[src/rtl/core/tis_pkg.sv]
// Package for the telnet IAC stripper: command byte codes and the
// item type passed between the input register and the parser.
// Depends on nothing.
`timescale 1ns / 1ps

package tis_pkg;

  // Telnet command bytes
  localparam logic [7:0] CodeIac  = 8'd255;
  localparam logic [7:0] CodeDont = 8'd254;
  localparam logic [7:0] CodeDo   = 8'd253;
  localparam logic [7:0] CodeWont = 8'd252;
  localparam logic [7:0] CodeWill = 8'd251;
  localparam logic [7:0] CodeSb   = 8'd250;
  localparam logic [7:0] CodeSe   = 8'd240;

  // One received byte held in the input register
  typedef struct packed {
    logic       valid;
    logic [7:0] data;
  } item_t;

endpackage

[src/rtl/core/tis_in_reg.sv]
// Input register of the telnet IAC stripper: captures one received item.
// Depends on tis_pkg.
`timescale 1ns / 1ps

module tis_in_reg (
  input  logic           clk_i,
  input  logic           rst_ni,
  input  logic           rx_valid_i,
  output logic           rx_stall_o,
  input  logic [7:0]     rx_byte_i,
  input  logic           advance_i,
  output tis_pkg::item_t item_o
);

  logic       valid_q;
  logic [7:0] data_q;
  logic       load;

  // Room when empty or when the parser consumes the held item this cycle
  assign load       = !valid_q || advance_i;
  assign rx_stall_o = !load;

  // Valid flag
  always_ff @(posedge clk_i or negedge rst_ni) begin
    if (!rst_ni) begin
      valid_q <= 1'b0;
    end else if (load) begin
      valid_q <= rx_valid_i;
    end
  end

  // Payload, no reset needed
  always_ff @(posedge clk_i) begin
    if (load && rx_valid_i) begin
      data_q <= rx_byte_i;
    end
  end

  assign item_o.valid = valid_q;
  assign item_o.data  = data_q;

endmodule

[src/rtl/core/tis_parser.sv]
// Telnet parse state machine and result register.
// Depends on tis_pkg.
`timescale 1ns / 1ps

module tis_parser (
  input  logic           clk_i,
  input  logic           rst_ni,
  input  tis_pkg::item_t item_i,
  output logic           advance_o,
  output logic           data_valid_o,
  input  logic           data_stall_i,
  output logic [7:0]     data_byte_o
);

  typedef enum logic [2:0] {
    StData   = 3'd0,
    StCmd    = 3'd1,
    StOption = 3'd2,
    StSub    = 3'd3,
    StSubIac = 3'd4
  } state_e;

  state_e     state_q, state_d;
  logic       out_valid_q;
  logic [7:0] out_byte_q;
  logic       emit;
  logic [7:0] emit_byte;

  // Result register free when empty or being taken
  assign advance_o = !out_valid_q || !data_stall_i;

  // Next state and emit decision for the held byte
  always_comb begin
    state_d   = state_q;
    emit      = 1'b0;
    emit_byte = item_i.data;
    case (state_q)
      StCmd: begin
        if (item_i.data == tis_pkg::CodeIac) begin
          emit    = 1'b1;
          state_d = StData;
        end else if (item_i.data inside {tis_pkg::CodeDo, tis_pkg::CodeDont,
                                         tis_pkg::CodeWill, tis_pkg::CodeWont}) begin
          state_d = StOption;
        end else if (item_i.data == tis_pkg::CodeSb) begin
          state_d = StSub;
        end else begin
          state_d = StData;
        end
      end
      StOption: begin
        state_d = StData;
      end
      StSub: begin
        if (item_i.data == tis_pkg::CodeIac) begin
          state_d = StSubIac;
        end
      end
      StSubIac: begin
        state_d = (item_i.data == tis_pkg::CodeSe) ? StData : StSub;
      end
      default: begin
        // normal data, and any unused code acts the same
        if (item_i.data == tis_pkg::CodeIac) begin
          state_d = StCmd;
        end else begin
          emit    = 1'b1;
          state_d = StData;
        end
      end
    endcase
  end

  // State and result valid
  always_ff @(posedge clk_i or negedge rst_ni) begin
    if (!rst_ni) begin
      state_q     <= StData;
      out_valid_q <= 1'b0;
    end else if (advance_o) begin
      out_valid_q <= item_i.valid && emit;
      if (item_i.valid) begin
        state_q <= state_d;
      end
    end
  end

  // Result payload
  always_ff @(posedge clk_i) begin
    if (advance_o && item_i.valid && emit) begin
      out_byte_q <= emit_byte;
    end
  end

  assign data_valid_o = out_valid_q;
  assign data_byte_o  = out_byte_q;

endmodule

[src/rtl/core/telnet_iac_stripper.sv]
// Telnet IAC stripper: forwards user data bytes, swallows telnet commands.
// Path: an accepted byte passes the input register, then the result register, to the output.
// Throughput: one byte per cycle while the output is not stalled; the parse state machine decides combinationally.
// Reset: asynchronous, active low; parse state returns to normal data, both
// the input register and the result register are emptied.
`timescale 1ns / 1ps

module telnet_iac_stripper (
  input  logic       clk_i,
  input  logic       rst_ni,
  input  logic       rx_valid_i,
  output logic       rx_stall_o,
  input  logic [7:0] rx_byte_i,
  output logic       data_valid_o,
  input  logic       data_stall_i,
  output logic [7:0] data_byte_o
);

  tis_pkg::item_t item;
  logic           advance;

  // Input register
  tis_in_reg u_in_reg (
    .clk_i      (clk_i),
    .rst_ni     (rst_ni),
    .rx_valid_i (rx_valid_i),
    .rx_stall_o (rx_stall_o),
    .rx_byte_i  (rx_byte_i),
    .advance_i  (advance),
    .item_o     (item)
  );

  // Parser and result register
  tis_parser u_parser (
    .clk_i        (clk_i),
    .rst_ni       (rst_ni),
    .item_i       (item),
    .advance_o    (advance),
    .data_valid_o (data_valid_o),
    .data_stall_i (data_stall_i),
    .data_byte_o  (data_byte_o)
  );

endmodule

[config.mk]
export PLATFORM = sky130hd
export DESIGN_NAME = telnet_iac_stripper
export DESIGN_NICKNAME = d
export VERILOG_FILES = /design/src/rtl/core/tis_pkg.sv /design/src/rtl/core/tis_in_reg.sv /design/src/rtl/core/tis_parser.sv /design/src/rtl/core/telnet_iac_stripper.sv
export SDC_FILE = /design/constraint.sdc
export NUM_CORES = 1
export LEC_CHECK = 0
export BUFFER_PORTS_ARGS = -buffer_cell sky130_fd_sc_hd__buf_2
export CORE_UTILIZATION = 40
export DETAILED_ROUTE_END_ITERATION = 10
export GPL_TIMING_DRIVEN = 0
export PLACE_DENSITY_LB_ADDON = 0.25
export SLEW_MARGIN = 10
export SYNTH_ARGS = -nofsm -noshare
export SYNTH_HDL_FRONTEND = slang
export SYNTH_SLANG_ARGS = --single-unit
[constraint.sdc]
create_clock -name clk_i -period 5.1 [get_ports clk_i]
set_clock_uncertainty 0.05 [all_clocks]
set_input_delay 0.51 -clock clk_i [delete_from_list [all_inputs] [get_ports clk_i]]
set_output_delay 0.51 -clock clk_i [all_outputs]
set_load 0.02 [all_outputs]
# Yosys cells after proc, flatten, opt, wreduce, memory -nomap -nowiden

Index checks and enable logic that the tools add are counted.

Register bits after elaboration: 21
Latch bits: 0
Memory bits (writable): 0
ROM bits: 0
Input port bits: 12
Output and inout port bits: 10
Logic and storage cells: 40
Memories: 0

$add $sub $neg: 0
Multipliers: 0
Divide/modulo/power cells: 0
$lt $le $gt $ge: 0
Eq/ne operators: 12
Shifts and indexed selects: 0
Mux-type cells: 10
Bitwise logic cells: 0
Reductions and logical operators: 13

Operator list:

| kind                 | count |
|---|---|
| $eq A8 B8 Y1 const B | 7 |
| $pmux W3 S4          | 1 |
| $mux W3              | 3 |
| $eq A3 B2 Y1 const B | 2 |
| $logic_and A1 B1 Y1  | 4 |
| $logic_not A1 Y1     | 4 |
| $mux W2              | 2 |
| $reduce_bool A4 Y1   | 1 |
| $eq A3 B1 Y1 const B | 1 |
| $eq A3 B3 Y1 const B | 1 |
| $mux W1              | 3 |
| $reduce_and A3 Y1    | 1 |
| $reduce_or A3 Y1     | 1 |
| $logic_or A1 B1 Y1   | 2 |
| $ne A2 B1 Y1 const B | 1 |
| $pmux W1 S2          | 1 |

# Longest topological paths before layout

Word-level depth: 5
Gate-level depth with buffers: 5
Mapped depth without buffers: 4

# Hierarchy

From an unflattened synthesis, not the netlist that was laid out.

Cell total of the unflattened synthesis: 66
Area total of the unflattened synthesis: 900.9 um^2

Modules (own cells, without submodules):

| module     | times used | cells an instance | area an instance (um^2) | seq. area each (um^2) |
|---|---|---|---|---|
| tis_parser | 1          | 52                | 595.6                   | 340.3 |
| tis_in_reg | 1          | 14                | 305.3                   | 265.3 |

# Worst setup path before layout

Ideal clock, no wire load.

Kind: reg2reg
From: register u_in_reg.data_q[1]
To: register u_parser.state_q[0]
Library setup time: 0.125 ns
Arrival time: 1.523 ns
Required time: 4.925 ns
Setup slack: 3.402 ns
Cell stages (with the launch flop): 5
Buffers on the path: 0
Period minus slack after synthesis: 1.698 ns
Path through: edfxtp_1 -> or4_4 -> o31ai_2 -> a22oi_1 -> mux2_4

Longest elaborated chain between the ends: 5
Elaborated cells on any way between the ends: 16
Classes of those cells: eq/ne: 8; mux: 6; reduce/logical: 2

Ends and longest elaborated chain:

| item                                                 | line                               | RTL |
|---|---|---|
| from (decl)                                          | tis_in_reg.sv:16                   | `logic [7:0] data_q;` |
| from (signal assigned)                               | tis_in_reg.sv:35                   | `data_q <= rx_byte_i;` |
| $eq A8 B8 Y1 (on tied branches)                      | tis_parser.sv:42, tis_parser.sv:45 |  |
| $reduce_bool A4 Y1 / $mux W2 (equally long branches) | tis_parser.sv:42, tis_parser.sv:45 |  |
| $mux W3                                              | tis_parser.sv:42                   | `end else if (item_i.data inside {tis_pkg::CodeDo, tis_pkg::CodeDont,` |
| $mux W3                                              | tis_parser.sv:39                   | `if (item_i.data == tis_pkg::CodeIac) begin` |
| $pmux W3 S4                                          | tis_parser.sv:37                   | `case (state_q)` |
| to (signal assigned)                                 | tis_parser.sv:77                   | `state_q <= StData;` |
| to (signal assigned)                                 | tis_parser.sv:82                   | `state_q <= state_d;` |
| to (decl)                                            | tis_parser.sv:23                   | `state_e state_q, state_d;` |

Several ways; a longest one is shown, not always the timed one.
A chain may end at the register's enable or synchronous reset.

# Final worst setup path

From: register u_in_reg.data_q[5]
To: register u_parser.out_byte_q[5], in the netlist u_parser.data_byte_o[5], enable pin

Longest elaborated chain between the ends: 4
Elaborated cells on any way between the ends: 5
Classes of those cells: eq/ne: 1; mux: 3; reduce/logical: 1

Ends and longest elaborated chain:

| item                       | line                               | RTL |
|---|---|---|
| $eq A8 B8 Y1 (*)           | tis_parser.sv:39, tis_parser.sv:64 |  |
| $mux W1 (on tied branches) | tis_parser.sv:64, tis_parser.sv:39 |  |
| $pmux W1 S2 (*)            | tis_parser.sv:37                   |  |
| $logic_and A1 B1 Y1 (*)    | tis_parser.sv:89                   | `if (advance_o && item_i.valid && emit) begin` |
| to (signal assigned)       | tis_parser.sv:90                   | `out_byte_q <= emit_byte;` |
| to (decl)                  | tis_parser.sv:25                   | `logic [7:0] out_byte_q;` |

Every way passes the cells marked *; elsewhere a longest branch is shown, timed or not.

==> summary.txt <==
Status
  • Outcome: finished, final reports clean

Global routing
  • First-pass GRT wire length: 2.29 mm
  • Total GRT Usage: 0.130
  • Vias in the first global route: 531
  • Grt total ovfl: 0
  • Initial antenna violation count: 0
  • Largest net degree at the start of global routing: 13

CTS
  • Reg clk slew, reported paths: 110 ps
  • Cts bufs inserted: 3
  • Post-CTS Setup Inserts: 0
  • TritonCTS sink count: 21
  • Clock latency on the worst-skew pair: 290 ps
  • Clk buf depth: 2
  • Root Driver: clkbuf_4
  • H-Tree Level Count: 1
  • CTS tree: done

Floorplanning
  • # rows: 16
  • Chip Width: 48.8 um
  • Core area: 2000 um2
  • Boundary Pins: 22
  • Die area: 2380 um2
  • Starting Density: 0.438
  • DIE HEIGHT: 48.8 um

Synth
  • Synth cell count leaders: 16 x edfxtp_1, 6 x nor2_1, 5 x dfrtp_1
  • Cell count after synthesis: 61
  • Syn_nets: 73
  • #FFs+latches synth: 21
  • XOR/XNOR Fraction of Synth Area: 0.00999
  • Synth top area cells: edfxtp_1 55%, dfrtp_1 14%, nor2_1 2.6%
  • Count of unique library cells instantiated by Yosys: 31
  • Top-count cell post-synth: edfxtp_1
  • Post-synthesis mux area share: 0.0300
  • Synth warn: 0
  • Sequential area share after synthesis: 0.690
  • Post-Syn Area: 877 um2
  • Synth Flop Type: edfxtp_1
  • Synth Area in Simple Gates: 0.157
  • Top-area cell type share of the netlist area: 0.548
  • Post-synthesis adder-cell area fraction: 0
  • Compound-gate portion of the synthesized area: 0.0913
  • Ys async rst share: 0.238
  • EDFF count, synth: 16
  • Largest family of logic cells by synthesized area: simple AND/OR/NAND/NOR gates
  • Leading area contributor after synthesis: edfxtp_1
  • Syn Area/Cell: 14.4 um2

Setup path
  • CP max FO: 8
  • Reg2reg end: u_parser.data_byte_o[5]
  • FF-to-FF Start: u_in_reg.data_q[5]
  • R2R setup slack: 3170 ps
  • Worst path required time: 4990 ps
  • Startpoint Class: flip-flop
  • Critical path type: flip-flop to flip-flop
  • CP Data Arrival Time: 1830 ps
  • CP endpoint kind: flip-flop
  • Worst r2r path cells: 4

Min path
  • Hold Crit Start: rx_byte_i[3]
  • Worst Hold Path EP: u_in_reg.data_q[3]
  • Hold Crit Class: input pin to flip-flop
  • Hold Path Depth: 1

Layout
  • Synth-to-Final Area Change: 20.1%
  • Nets: 100
  • Register Area: 606 um2
  • Final core utilization: 0.526
  • Share of cells above drive strength 1: 0.379
  • Fill cells: 188
  • # diodes: 0
  • Area occupied by multi-input gates: 253 um2

Timing
  • Unrepaired setup endpoints after global routing: false
  • Hold violation total from the final report: 0
  • Setup tns final: 0 ps
  • Slew Viols, Final: 0
  • Final setup fails: 0
  • Worst-Margin Slew: 653 ps
  • Achievable Freq: 0.517 GHz
  • Fin crit share: 0.379
  • Min Clock Period, post-route: 1930 ps
  • Max-slew headroom: 0.563

Power and ir drop
  • Worst VDD drop: 0.195 mV
  • Leakage power: 0.428 nW
  • Cell Pwr Density: 334 nW/um2

Job
  • Max Cap Viol: 0

Routing
  • Routed WL per cell: 11.9 um
  • Number of DRC markers in iteration 0: 8
  • Initial DRT Pass Iterations: 4
  • Total number of vias: 566
  • Routed Antenna Nets: 0
  • Drc violations: 0
  • Vias/cell: 4.96
  • WL final: 1.35 mm

Place
  • HPWL after DPL: 1.04 mm
  • PortBufs: 21
  • RD Place Congestion: 0.690
-- per-layer routing --
metal,vias up,wire length (um),global-route usage
li1,284,-,-
met1,258,590,0.158
met2,20,670,0.220
met3,4,68,0.0187
met4,0,25,0.0735
met5,-,0,0
-- cell families after synthesis --
kind of cell	count (synthesis)
AO/OA/AOI/OAI	10
XOR/XNOR	1
buffers and inverters	4
flip-flops	21
multiplexers	2
AND/OR/NAND/NOR	23
-- where the power goes --
group / switching, mW / leakage (nW) / internal (mW)
combinational: 0.0366 / 0.194 / 0.0218
clock: 0.0472 / 0.0177 / 0.0292
sequential: 0.0105 / 0.217 / 0.206
total: 0.0943 / 0.428 / 0.257
-- worst max path at each step --
stage                             startpoint                      end  slack (ps)
after floorplan           u_in_reg.data_q[1]      u_parser.state_q[0]        3400
after global placement    u_in_reg.data_q[5]  u_parser.data_byte_o[4]        3210
after detailed placement  u_in_reg.data_q[5]  u_parser.data_byte_o[5]        3140
after CTS                 u_in_reg.data_q[5]  u_parser.data_byte_o[1]        3130
after global routing      u_in_reg.data_q[5]  u_parser.data_byte_o[6]        2960
final                     u_in_reg.data_q[5]  u_parser.data_byte_o[5]        3170
-- per-stage QoR --
step | hold WS [ps] | cell area, um2 | instances | setup slack (ps) | power, mW
finish | 330 | 1050 | 114 | 3170 | 0.352
detailed placement | 285 | 1020 | 109 | 3140 | 0.279
floorplan | 164 | 877 | 61 | 3400 | 0.258
global route | 315 | 1050 | 114 | 2960 | 0.370
global placement | 279 | 1020 | 109 | 3210 | 0.277
CTS | 320 | 1050 | 114 | 3130 | 0.356
-- flip-flops by register name (all words and copies together) (netlist names) --
signal                 cells
u_in_reg.data_q            8
u_parser.data_byte_o       8
u_parser.state_q           3
u_in_reg.valid_q           1
u_parser.data_valid_o      1
-- final cells by class --
class | instances | share of cell area
multi-input combinational | 36 | 0.240
timing repair buffer | 22 | 0.109
sequential | 21 | 0.575
clock inverter | 1 | 0.00475
inverter | 3 | 0.0107
buffer | 1 | 0.00713
clock buffer | 3 | 0.0214
tap | 27 | 0.0321
-- worst max-delay path: stages, from the launching register on --
cell	delay, ps
edfxtp_1	400
nand4_2	180
o31ai_1	270
a32oi_1	150
nor2_1	520
-- layout by cell type (no fill, tap or decap), drive strengths merged, types with 2 or more instances in the layout --
cell type  count
clkbuf         3
o21ai          2
nand2          4
nor2           6
mux2           2
nand4          2
inv            3
dfrtp          5
edfxtp        16
buf           22
or4            2
nand3          2
o31ai          2
-- repair_timing --
action / 4_1_cts / 5_1_grt
setup endpoints to repair: 0 / 0
gates resized for setup: 0 / 0
hold buffers: 1 / 0
hold endpoints to repair: 5 / 0
Note: power is estimated with default switching activity, not from simulation.
